===== src/rtl/ancf_pkg.sv =====
package ancf_pkg;

    // coordinate format
    localparam int CRD_W    = 32;
    localparam int T_BITS   = 30;
    localparam int CORNERS  = 8;
    localparam int CRN_AW   = $clog2(CORNERS);
    localparam int BOX_TRIS = 12;
    localparam int N_PLANES = 4;
    localparam int STK_DEPTH = 4;
    localparam int STK_AW   = $clog2(STK_DEPTH);
    localparam int LVL_W    = 3;
    localparam int JQ_DEPTH = 2;
    localparam int JQ_AW    = $clog2(JQ_DEPTH);

    // stream widths
    localparam int S_DATA_W = 7 * CRD_W;
    localparam int M_DATA_W = 2 * CRD_W;

    localparam logic [LVL_W-1:0] LVL_LEAF = LVL_W'(N_PLANES);
    localparam logic signed [CRD_W-1:0] CRD_MAX = {1'b0, {(CRD_W-1){1'b1}}};
    localparam logic signed [CRD_W-1:0] CRD_MIN = {1'b1, {(CRD_W-1){1'b0}}};

    typedef logic signed [CRD_W-1:0] crd_t;

    typedef struct packed {
        crd_t z;
        crd_t y;
        crd_t x;
    } vtx_t;

    // window lines: [0] min x, [1] max x, [2] min y, [3] max y
    typedef logic [N_PLANES-1:0][CRD_W-1:0] bnd_t;

    // pending triangle on the clip stack
    typedef struct packed {
        logic [LVL_W-1:0] lvl;
        vtx_t             p2;
        vtx_t             p1;
        vtx_t             p0;
    } stk_t;

    // corner indices of the 12 box triangles
    localparam logic [CRN_AW-1:0] BOX_IDX [0:3*BOX_TRIS-1] = '{
        3'd0, 3'd1, 3'd2,  3'd1, 3'd2, 3'd3,
        3'd4, 3'd5, 3'd6,  3'd5, 3'd6, 3'd7,
        3'd0, 3'd2, 3'd4,  3'd2, 3'd4, 3'd6,
        3'd1, 3'd3, 3'd5,  3'd3, 3'd5, 3'd7,
        3'd0, 3'd1, 3'd4,  3'd1, 3'd4, 3'd5,
        3'd2, 3'd3, 3'd6,  3'd3, 3'd6, 3'd7
    };

    // coordinate of a vertex by axis number
    function automatic crd_t vget(vtx_t v, logic [1:0] k);
        case (k)
            2'd0:    return v.x;
            2'd1:    return v.y;
            default: return v.z;
        endcase
    endfunction

endpackage


===== src/rtl/ancf_jobq.sv =====
module ancf_jobq (
    input  logic           clk,
    input  logic           rst_n,
    input  logic           push,
    input  ancf_pkg::bnd_t push_bnd,
    input  logic           pop,
    output logic           valid,
    output ancf_pkg::bnd_t head
);
    import ancf_pkg::*;

    bnd_t             ent_reg [JQ_DEPTH];
    logic [JQ_AW-1:0] wr_reg;
    logic [JQ_AW-1:0] rd_reg;
    logic [JQ_AW:0]   cnt_reg;

    assign valid = (cnt_reg != '0);
    assign head  = ent_reg[rd_reg];

    // pointers and fill level
    always_ff @(posedge clk or negedge rst_n)
    begin
        if (!rst_n)
        begin
            wr_reg  <= '0;
            rd_reg  <= '0;
            cnt_reg <= '0;
        end
        else
        begin
            if (push)
            begin
                wr_reg <= wr_reg + 1'b1;
            end
            if (pop)
            begin
                rd_reg <= rd_reg + 1'b1;
            end
            case ({push, pop})
                2'b10:   cnt_reg <= cnt_reg + 1'b1;
                2'b01:   cnt_reg <= cnt_reg - 1'b1;
                default: cnt_reg <= cnt_reg;
            endcase
        end
    end

    // entries
    always_ff @(posedge clk)
    begin
        if (push)
        begin
            ent_reg[wr_reg] <= push_bnd;
        end
    end

endmodule


===== config.mk =====
export PLATFORM = sky130hd
export DESIGN_NAME = ancf_jobq
export DESIGN_NICKNAME = d
export VERILOG_FILES = /design/src/rtl/ancf_pkg.sv /design/src/rtl/ancf_jobq.sv
export SDC_FILE = /design/constraint.sdc
export NUM_CORES = 1
export LEC_CHECK = 0
export BUFFER_PORTS_ARGS = -buffer_cell sky130_fd_sc_hd__buf_2
export CORE_MARGIN = 2
export CORE_UTILIZATION = 46
export CTS_CLUSTER_SIZE = 28
export DETAILED_ROUTE_END_ITERATION = 6
export GPL_ROUTABILITY_DRIVEN = 0
export GPL_TIMING_DRIVEN = 0
export HOLD_SLACK_MARGIN = 0.06
export PLACE_DENSITY = 0.83
export SYNTH_ARGS = -nofsm -noshare
export SYNTH_HDL_FRONTEND = slang
export SYNTH_SLANG_ARGS = --single-unit

===== constraint.sdc =====
create_clock -name clk -period 19.6 [get_ports clk]
set_input_delay 1.96 -clock clk [delete_from_list [all_inputs] [get_ports clk]]
set_output_delay 1.96 -clock clk [all_outputs]
set_load 0.05 [all_outputs]

==> results_dict.tcl <==
set metrics [dict create \
    clockRootBuffer "clkbuf_16" \
    clock_latency_ns 0.51 \
    yosysWarningCount 0 \
    critPathCaptureType "primary output" \
    io_pins 261 \
    drc 0 \
    hold_buffers 0 \
    fin_crit_sh_pct 19.62 \
    fmax_ghz 0.2600 \
    finalSetupViolCount 0 \
    grt_pass1_vias 5157 \
    first_iter_violations 172 \
    die_h_um 147.4 \
    hp-class "reg2reg" \
    die_area_mm2 0.02173 \
    timing_worst_setup_path_type "reg2out" \
    start_util_pct 46.75 \
    final_max_slew_viol_count 0 \
    wl_met1_mm 6.594 \
    synth_nets 546 \
    syn_to_final_growth_pct 27.48 \
    routedWlPerCell_um 17.70 \
    synth_xor_area_share_pct 0.4629 \
    tns_ns 0 \
    clk_path_buf_depth 3 \
    nets 839 \
    min_period_ns 3.845 \
    synthAdderAreaFrac_pct 0.1323 \
    required_ns 17.64 \
    clkTransAtPathRegs_ns 0.06 \
    worst_setup_path_start_kind "register" \
    dr_wl_met2_mm 9.191 \
    vdd_drop_max_v 0.0001171 \
    drive_above_1_share_pct 61.71 \
    top_layer "met4" \
    routed_wl_mm 17.66 \
    placedCellCount 948 \
    max_slew_margin_pct 39.12 \
    syn-cell-area_mm2 0.009460 \
    grt_usage_pct 15.82 \
    worstMarginPinSlew_ns 0.9131 \
    cap_viol_max_count 0 \
    fin_cells 998 \
    cellLeakagePower_nw 4.558 \
    cp_max_fo 10 \
    core_area_mm2 0.02023 \
    ys_ff_latch 260 \
    finalHoldViolCount 0 \
    cp_data_arrival_time_ns 1.89 \
    fin_util_pct 59.60 \
    cts_resized 0 \
    syn_inst 413 \
    grt.overflow.total 0 \
    yosys.area_share.simple_pct 0.2116 \
    antenna_left 0 \
    run_status "finished clean" \
    ys_seq_area_share_pct 82.32 \
    synth_top_area_cell "edfxtp_1" \
    synthTopCellsByArea "edfxtp_1 81%, mux2_2 15%, buf_6 1.5%" \
    synthMuxAreaShare_pct 15.24 \
    cts_buffers 26 \
    largest_reg_flops 256 \
    synth_top_cell_area_share_pct 81.26 \
    cts_tree "built" \
    antenna_found_initial 2 \
    vias_per_cell 4.831 \
    die_x_um 147.4 \
    syn_avg_cell_area_um2 22.91 \
    synth_top_family_by_area "multiplexers" \
    wl_met3_mm 1.254 \
    dp_hpwl_mm 12.09 \
    cts.sinks 260 \
    pwr_density_cell_mw_per_mm2 172.7 \
    grt_max_degree 68 \
    rsz0062_at_grt "no" \
    grt_first_pass_wirelength_mm 26.81 \
    htreeDepth 1 \
    firstDrtPassIters 4 \
    synth-compound-area-share_pct 0 \
    vias 4821 \
    num_rows 52 \
    synth_cell_types 12 \
    io_buffers 260 \
    post_cts_buffers 0 \
    skew_ns 0.01061 \
]
cell families (layout without fill, tap and decap cells):
kind of cell,after synthesis,in the layout
simple gates,4,4
xor+xnor,5,5
fa+ha+maj,1,1
other cells,0,2
mux,128,128
buf+inv,15,328
flops,260,260
through the flow:
stage	total power [mW]	area [um^2]	hold WS (ns)	worst slack, ns
floorplan	1.451	9460	0.4337	11.60
global placement	1.638	11100	0.4501	8.516
detailed placement	1.636	11220	0.4544	15.97
CTS	2.110	12060	0.4615	15.71
global route	2.165	12060	0.4837	15.65
finish	2.083	12060	0.4611	15.75
Yosys cell counts (all sizes together):
cell type and instances:
edfxtp 256, mux2 128, buf 14, dfrtp 4, xor2 3, nor2 2
xnor2 2, and2 1, ha 1, inv 1, or2 1
layer usage:
layer	vias up	global-route usage (%)
li1	2244	-
met1	2346	17.76
met2	186	28.57
met3	45	4.722
met4	0	5.817
met5	-	0
where the power goes:
part / internal [mW] / leakage, nW / switching, mW
clock network: 0.277 / 0.410 / 0.191
registers: 0.737 / 2.45 / 0.0236
logic: 0.246 / 1.70 / 0.609
total: 1.26 / 4.56 / 0.823
final cells by class:
class	count	area [um^2]
Fill cell	1505	8174
Sequential cell	260	7787
Multi-Input combinational cell	138	1528
Timing Repair Buffer	265	1416
Clock buffer	33	738.2
Tap cell	270	337.8
Buffer	14	151.4
Clock inverter	15	92.59
Antenna cell	2	5.005
Inverter	1	3.754
cell usage in the layout, fill, tap and decap left out:
cell        instances
clkinvlp_4          1
clkinv_1            8
edfxtp_1          256
or2_2               1
mux2_2            128
buf_6              13
ha_1                1
xor2_1              3
bufinv_16           1
dfrtp_1             4
and2_4              1
buf_16              2
clkbuf_16          27
clkbuf_8            4
xnor2_1             2
nor2_4              1
diode_2             2
buf_12              3
inv_1               1
clkbuf_1            2
buf_2             261
nor2_1              1
clkinv_2            5
worst paths after layout:
path	startpoint	endpoint	slack (ns)	depth (start not counted)
min in group asynchronous	rst_n	rd_reg	1.24	1
setup reg to reg	wr_reg	ent_reg[1][37]	17.61	2
hold reg to reg	cnt_reg[1]	cnt_reg[1]	0.46	1
hold / removal	cnt_reg[1]	cnt_reg[1]	0.46	1
setup / recovery	rd_reg	head[59]	15.75	4
max in group asynchronous	rst_n	wr_reg	18.23	1
critical path, cell delays in order (launching register included):
cell	delay [ns]
dfrtp_1	0.38
buf_6	0.22
buf_6	0.18
mux2_2	0.35
buf_2	0.22
Note: power is estimated with default switching activity, not from simulation.
