<file path="src/rtl/ancf_pkg.sv">
package ancf_pkg;

    // coordinate format
    localparam int CRD_W    = 32;
    localparam int T_BITS   = 30;
    localparam int CORNERS  = 8;
    localparam int CRN_AW   = $clog2(CORNERS);
    localparam int BOX_TRIS = 12;
    localparam int N_PLANES = 4;
    localparam int STK_DEPTH = 4;
    localparam int STK_AW   = $clog2(STK_DEPTH);
    localparam int LVL_W    = 3;
    localparam int JQ_DEPTH = 2;
    localparam int JQ_AW    = $clog2(JQ_DEPTH);

    // stream widths
    localparam int S_DATA_W = 7 * CRD_W;
    localparam int M_DATA_W = 2 * CRD_W;

    localparam logic [LVL_W-1:0] LVL_LEAF = LVL_W'(N_PLANES);
    localparam logic signed [CRD_W-1:0] CRD_MAX = {1'b0, {(CRD_W-1){1'b1}}};
    localparam logic signed [CRD_W-1:0] CRD_MIN = {1'b1, {(CRD_W-1){1'b0}}};

    typedef logic signed [CRD_W-1:0] crd_t;

    typedef struct packed {
        crd_t z;
        crd_t y;
        crd_t x;
    } vtx_t;

    // window lines: [0] min x, [1] max x, [2] min y, [3] max y
    typedef logic [N_PLANES-1:0][CRD_W-1:0] bnd_t;

    // pending triangle on the clip stack
    typedef struct packed {
        logic [LVL_W-1:0] lvl;
        vtx_t             p2;
        vtx_t             p1;
        vtx_t             p0;
    } stk_t;

    // corner indices of the 12 box triangles
    localparam logic [CRN_AW-1:0] BOX_IDX [0:3*BOX_TRIS-1] = '{
        3'd0, 3'd1, 3'd2,  3'd1, 3'd2, 3'd3,
        3'd4, 3'd5, 3'd6,  3'd5, 3'd6, 3'd7,
        3'd0, 3'd2, 3'd4,  3'd2, 3'd4, 3'd6,
        3'd1, 3'd3, 3'd5,  3'd3, 3'd5, 3'd7,
        3'd0, 3'd1, 3'd4,  3'd1, 3'd4, 3'd5,
        3'd2, 3'd3, 3'd6,  3'd3, 3'd6, 3'd7
    };

    // coordinate of a vertex by axis number
    function automatic crd_t vget(vtx_t v, logic [1:0] k);
        case (k)
            2'd0:    return v.x;
            2'd1:    return v.y;
            default: return v.z;
        endcase
    endfunction

endpackage

</file>
<file path="src/rtl/ancf_ram.sv">
module ancf_ram #(
    parameter int W = 8,
    parameter int D = 4
) (
    input  logic                 clk,
    input  logic                 we,
    input  logic [$clog2(D)-1:0] waddr,
    input  logic [W-1:0]         wdata,
    input  logic [$clog2(D)-1:0] raddr,
    output logic [W-1:0]         rdata
);

    logic [W-1:0] mem_reg [D];
    logic [W-1:0] rdata_reg;

    // one write port, one registered read port
    always_ff @(posedge clk)
    begin
        if (we)
        begin
            mem_reg[waddr] <= wdata;
        end
        rdata_reg <= mem_reg[raddr];
    end

    assign rdata = rdata_reg;

endmodule

</file>
<file path="src/rtl/ancf_front.sv">
module ancf_front (
    input  logic                            clk,
    input  logic                            rst_n,
    input  logic                            s_tvalid,
    output logic                            s_tready,
    input  logic [ancf_pkg::S_DATA_W-1:0]   s_tdata,
    input  logic                            s_tlast,
    input  logic                            hold,
    output logic                            job_push,
    output ancf_pkg::bnd_t                  job_bnd,
    input  logic [ancf_pkg::CRN_AW-1:0]     crn_raddr,
    output ancf_pkg::vtx_t                  crn_rdata
);
    import ancf_pkg::*;

    logic              acc;
    logic [CRN_AW-1:0] count_reg;

    assign s_tready = !hold;
    assign acc      = s_tvalid && s_tready;
    assign job_push = acc && s_tlast;
    assign job_bnd  = s_tdata[S_DATA_W-1:3*CRD_W];

    // slot for the next corner; a last corner restarts at slot 0
    always_ff @(posedge clk or negedge rst_n)
    begin
        if (!rst_n)
        begin
            count_reg <= '0;
        end
        else if (acc)
        begin
            count_reg <= s_tlast ? '0 : count_reg + 1'b1;
        end
    end

    // corner store
    ancf_ram #(
        .W ($bits(vtx_t)),
        .D (CORNERS)
    ) u_crn (
        .clk   (clk),
        .we    (acc),
        .waddr (count_reg),
        .wdata (s_tdata[3*CRD_W-1:0]),
        .raddr (crn_raddr),
        .rdata (crn_rdata)
    );

endmodule

</file>
<file path="config.mk">
export PLATFORM = sky130hd
export DESIGN_NAME = ancf_front
export DESIGN_NICKNAME = d
export VERILOG_FILES = /design/src/rtl/ancf_pkg.sv /design/src/rtl/ancf_ram.sv /design/src/rtl/ancf_front.sv
export SDC_FILE = /design/constraint.sdc
export NUM_CORES = 1
export LEC_CHECK = 0
export BUFFER_PORTS_ARGS = -buffer_cell sky130_fd_sc_hd__buf_2
export CAP_MARGIN = 10
export CORE_UTILIZATION = 45
export CTS_CLUSTER_SIZE = 25
export DETAILED_ROUTE_END_ITERATION = 8
export GPL_TIMING_DRIVEN = 0
export PLACE_DENSITY = 0.65
export SLEW_MARGIN = 10
export SYNTH_ARGS = -nofsm -noshare
export SYNTH_HDL_FRONTEND = slang
export SYNTH_SLANG_ARGS = --single-unit
</file>
<file path="constraint.sdc">
create_clock -name clk -period 26 [get_ports clk]
set_input_delay 1.3 -clock clk [delete_from_list [all_inputs] [get_ports clk]]
set_output_delay 1.3 -clock clk [all_outputs]
set_load 0.05 [all_outputs]
</file>
==> results.sh <==
export IMPL_hold_path_class="input pin to async pin"
export IMPL_cts_root_buffer="clkbuf_16"
export IMPL_dieArea_mm2=0.0720
export IMPL_worstSkewPairLatency_ns=0.63
export IMPL_reg2reg_to="u_crn.mem_reg[3][31]"
export IMPL_io_pins=458
export IMPL_antenna_found_initial=24
export IMPL_cts_sinks=867
export IMPL_final_hold_viol_count=0
export IMPL_coreArea_mm2=0.0701
export IMPL_mostFrequentLayoutCell="edfxtp_1"
export IMPL_largest_register_ffs=768
export IMPL_finalCritPeriodShare_pct=12.9
export IMPL_drt_wl_total_um=70000
export IMPL_synth_compound_area_share_pct=0.0823
export IMPL_drc=0
export IMPL_fin_nets=2099
export IMPL_ys_seq_elements=867
export IMPL_cp_end_kind="primary output"
export IMPL_grt_ovfl_total=0
export IMPL_synth_nets=1597
export IMPL_clk_pin_slew_worst_paths_ns=0.06
export IMPL_die_h_um=268
export IMPL_gp_congestion=0.710
export IMPL_yosysUniqueCellTypes=23
export IMPL_critical_path_required_ns=24.70
export IMPL_firstDrtPassIters=5
export IMPL_drtIter0Drc=946
export IMPL_area_delta_synth_final_pct=21.3
export IMPL_synth_xor_area_share_pct=0
export IMPL_powerDensity_mw_per_mm2=81.7
export IMPL_synth_top_family_by_area="multiplexers"
export IMPL_cts_setup_buffers=0
export IMPL_port_buffers=326
export IMPL_total_power_uw=3160
export IMPL_layout_common_cells="edfxtp_1, buf_2, mux4_2"
export IMPL_grtUsageTotal_pct=19.4
export IMPL_rr_startpoint="count_reg[1]"
export IMPL_die_w_um=268
export IMPL_num_vias=15000
export IMPL_skew_ns=0.0151
export IMPL_grt_pass1_wl_um=99600
export IMPL_fmax_ghz=0.298
export IMPL_grt_pass1_vias=15600
export IMPL_r2r_cells=7
export IMPL_cts_tree="yes"
export IMPL_postRouteAntennaNets=0
export IMPL_max_slew_margin_pct=39.7
export IMPL_critPathArrivalTime_ns=2.05
export IMPL_layout_min_cycle_time_ns=3.35
export IMPL_crit_type="input pin to primary output"
export IMPL_tightest_slew_ns=0.904
export IMPL_htreeDepth=3
export IMPL_yosysWarnings=0
export IMPL_finish_utilization_pct=55.2
export IMPL_tns_ns=0
export IMPL_numCtsBuffers=90
export IMPL_synthMuxAreaShare_pct=16.9
export IMPL_synth_fa_ha_area_share_pct=0.0392
export IMPL_num_rows=97
export IMPL_cts_hold_buf=0
export IMPL_maxCapViolCount=0
export IMPL_synth_cells=1364
export IMPL_cts_resized=0
export IMPL_slew_viol_final=0
export IMPL_syn_area_per_cell_um2=23.4
export IMPL_initial_core_util_pct=45.5
export IMPL_clk_path_buf_depth=3
export IMPL_cp_max_fo=7
export IMPL_p_leak_uw=0.0135
export IMPL_start_kind="input pin"
export IMPL_startpoint="hold"
export IMPL_vias_per_cell=5.19
export IMPL_setup_viol=0
export IMPL_synthesis_area_mm2=0.0319
export IMPL_vdd_ir_drop_max_v=0.0000556
export IMPL_drive_gt1_share_pct=51.3
export IMPL_status="finished clean"
export IMPL_rsz0062_at_grt="false"
export IMPL_r2r_setup_slack_ns=23.04
export IMPL_grt_max_degree=23
export IMPL_place_hpwl_um=47400
export IMPL_yosys_area_share_simple_pct=0.317
export IMPL_seq_area_frac_synth_pct=78.5
export IMPL_endpoint="job_push"
export IMPL_wl_per_cell_um=24.2
==> report_power, final <==
| part | internal [µW] | total [µW] | switching, µW |
|---|---|---|---|
| clock network | 776 | 1300 | 522 |
| registers | 1570 | 1580 | 14.6 |
| logic | 97.6 | 281 | 184 |
==> logic make-up after synthesis <==
logic type	Yosys count
AOI/OAI and AO/OA	4
buffers and inverters	184
DFF	867
muxes	288
and+or+nand+nor	20
adders and majority gates	1
==> cell type report <==
| cell class | instances | area, µm² |
|---|---|---|
| Buffer | 182 | 1320 |
| Clock buffer | 124 | 2540 |
| Sequential cell | 867 | 25100 |
| Tap cell | 940 | 1180 |
| Antenna cell | 9 | 22.5 |
| Fill cell | 5307 | 31400 |
| Multi-Input combinational cell | 313 | 5590 |
| Timing Repair Buffer | 410 | 2500 |
| Clock inverter | 45 | 503 |
| Inverter | 2 | 7.51 |
==> worst max-delay path, stage by stage <==
cell	delay [ns]
buf_2	0.15
nand2b_1	0.23
nor2_1	0.11
buf_2	0.26
==> cell usage after synthesis <==
master	count	share of area (%)
edfxtp_1	768	72
mux4_2	192	14
buf_4	128	3.0
dfxtp_1	96	6.0
mux2_2	96	3.4
buf_6	20	0.71
buf_1	15	0.18
clkbuf_1	15	0.18
nor3_1	5	0.078
buf_2	4	0.063
nand2_1	4	0.047
nor2_1	4	0.047
dfrtp_1	3	0.24
nand2b_1	3	0.059
inv_1	2	0.024
o21ai_0	2	0.031
a21o_1	1	0.024
a22o_1	1	0.027
ha_1	1	0.039
nand3_1	1	0.016
nand3b_1	1	0.024
nor4_1	1	0.020
or3b_2	1	0.027
==> metal layers <==
| layer | vias up | routed length (µm) | share of wire (%) | global-route usage [%] |
|---|---|---|---|---|
| met4 | 18 | 2240 | 3.2 | 8.09 |
| met1 | 7835 | 26700 | 38 | 23.5 |
| li1 | 6514 | - | - | - |
| met2 | 514 | 36500 | 52 | 33.4 |
| met3 | 140 | 4480 | 6.4 | 4.33 |
| met5 | - | 119 | 0.17 | 0 |
==> through the flow <==
step           instances  instance area (µm²)  worst slack, ns  hold slack (ns)
6_report            2892                38700            22.65            0.453
5_1_grt             2889                38700            22.60            0.429
4_1_cts             2883                38700            22.64            0.413
3_5_place_dp        2714                35700            22.05            0.623
3_3_place_gp        2630                34700             4.21            0.566
2_1_floorplan       1364                31900            14.64            0.544
==> worst min path at each step <==
stage	startpoint	depth (start not counted)	end	slack, ns
finish	rst_n	1	count_reg[0]	0.45
global route	rst_n	1	count_reg[0]	0.43
CTS	rst_n	1	count_reg[1]	0.41
detailed placement	count_reg[0]	1	count_reg[0]	0.62
global placement	count_reg[0]	1	count_reg[0]	0.57
floorplan	count_reg[0]	1	count_reg[0]	0.54
Note: power is estimated with default switching activity, not from simulation.
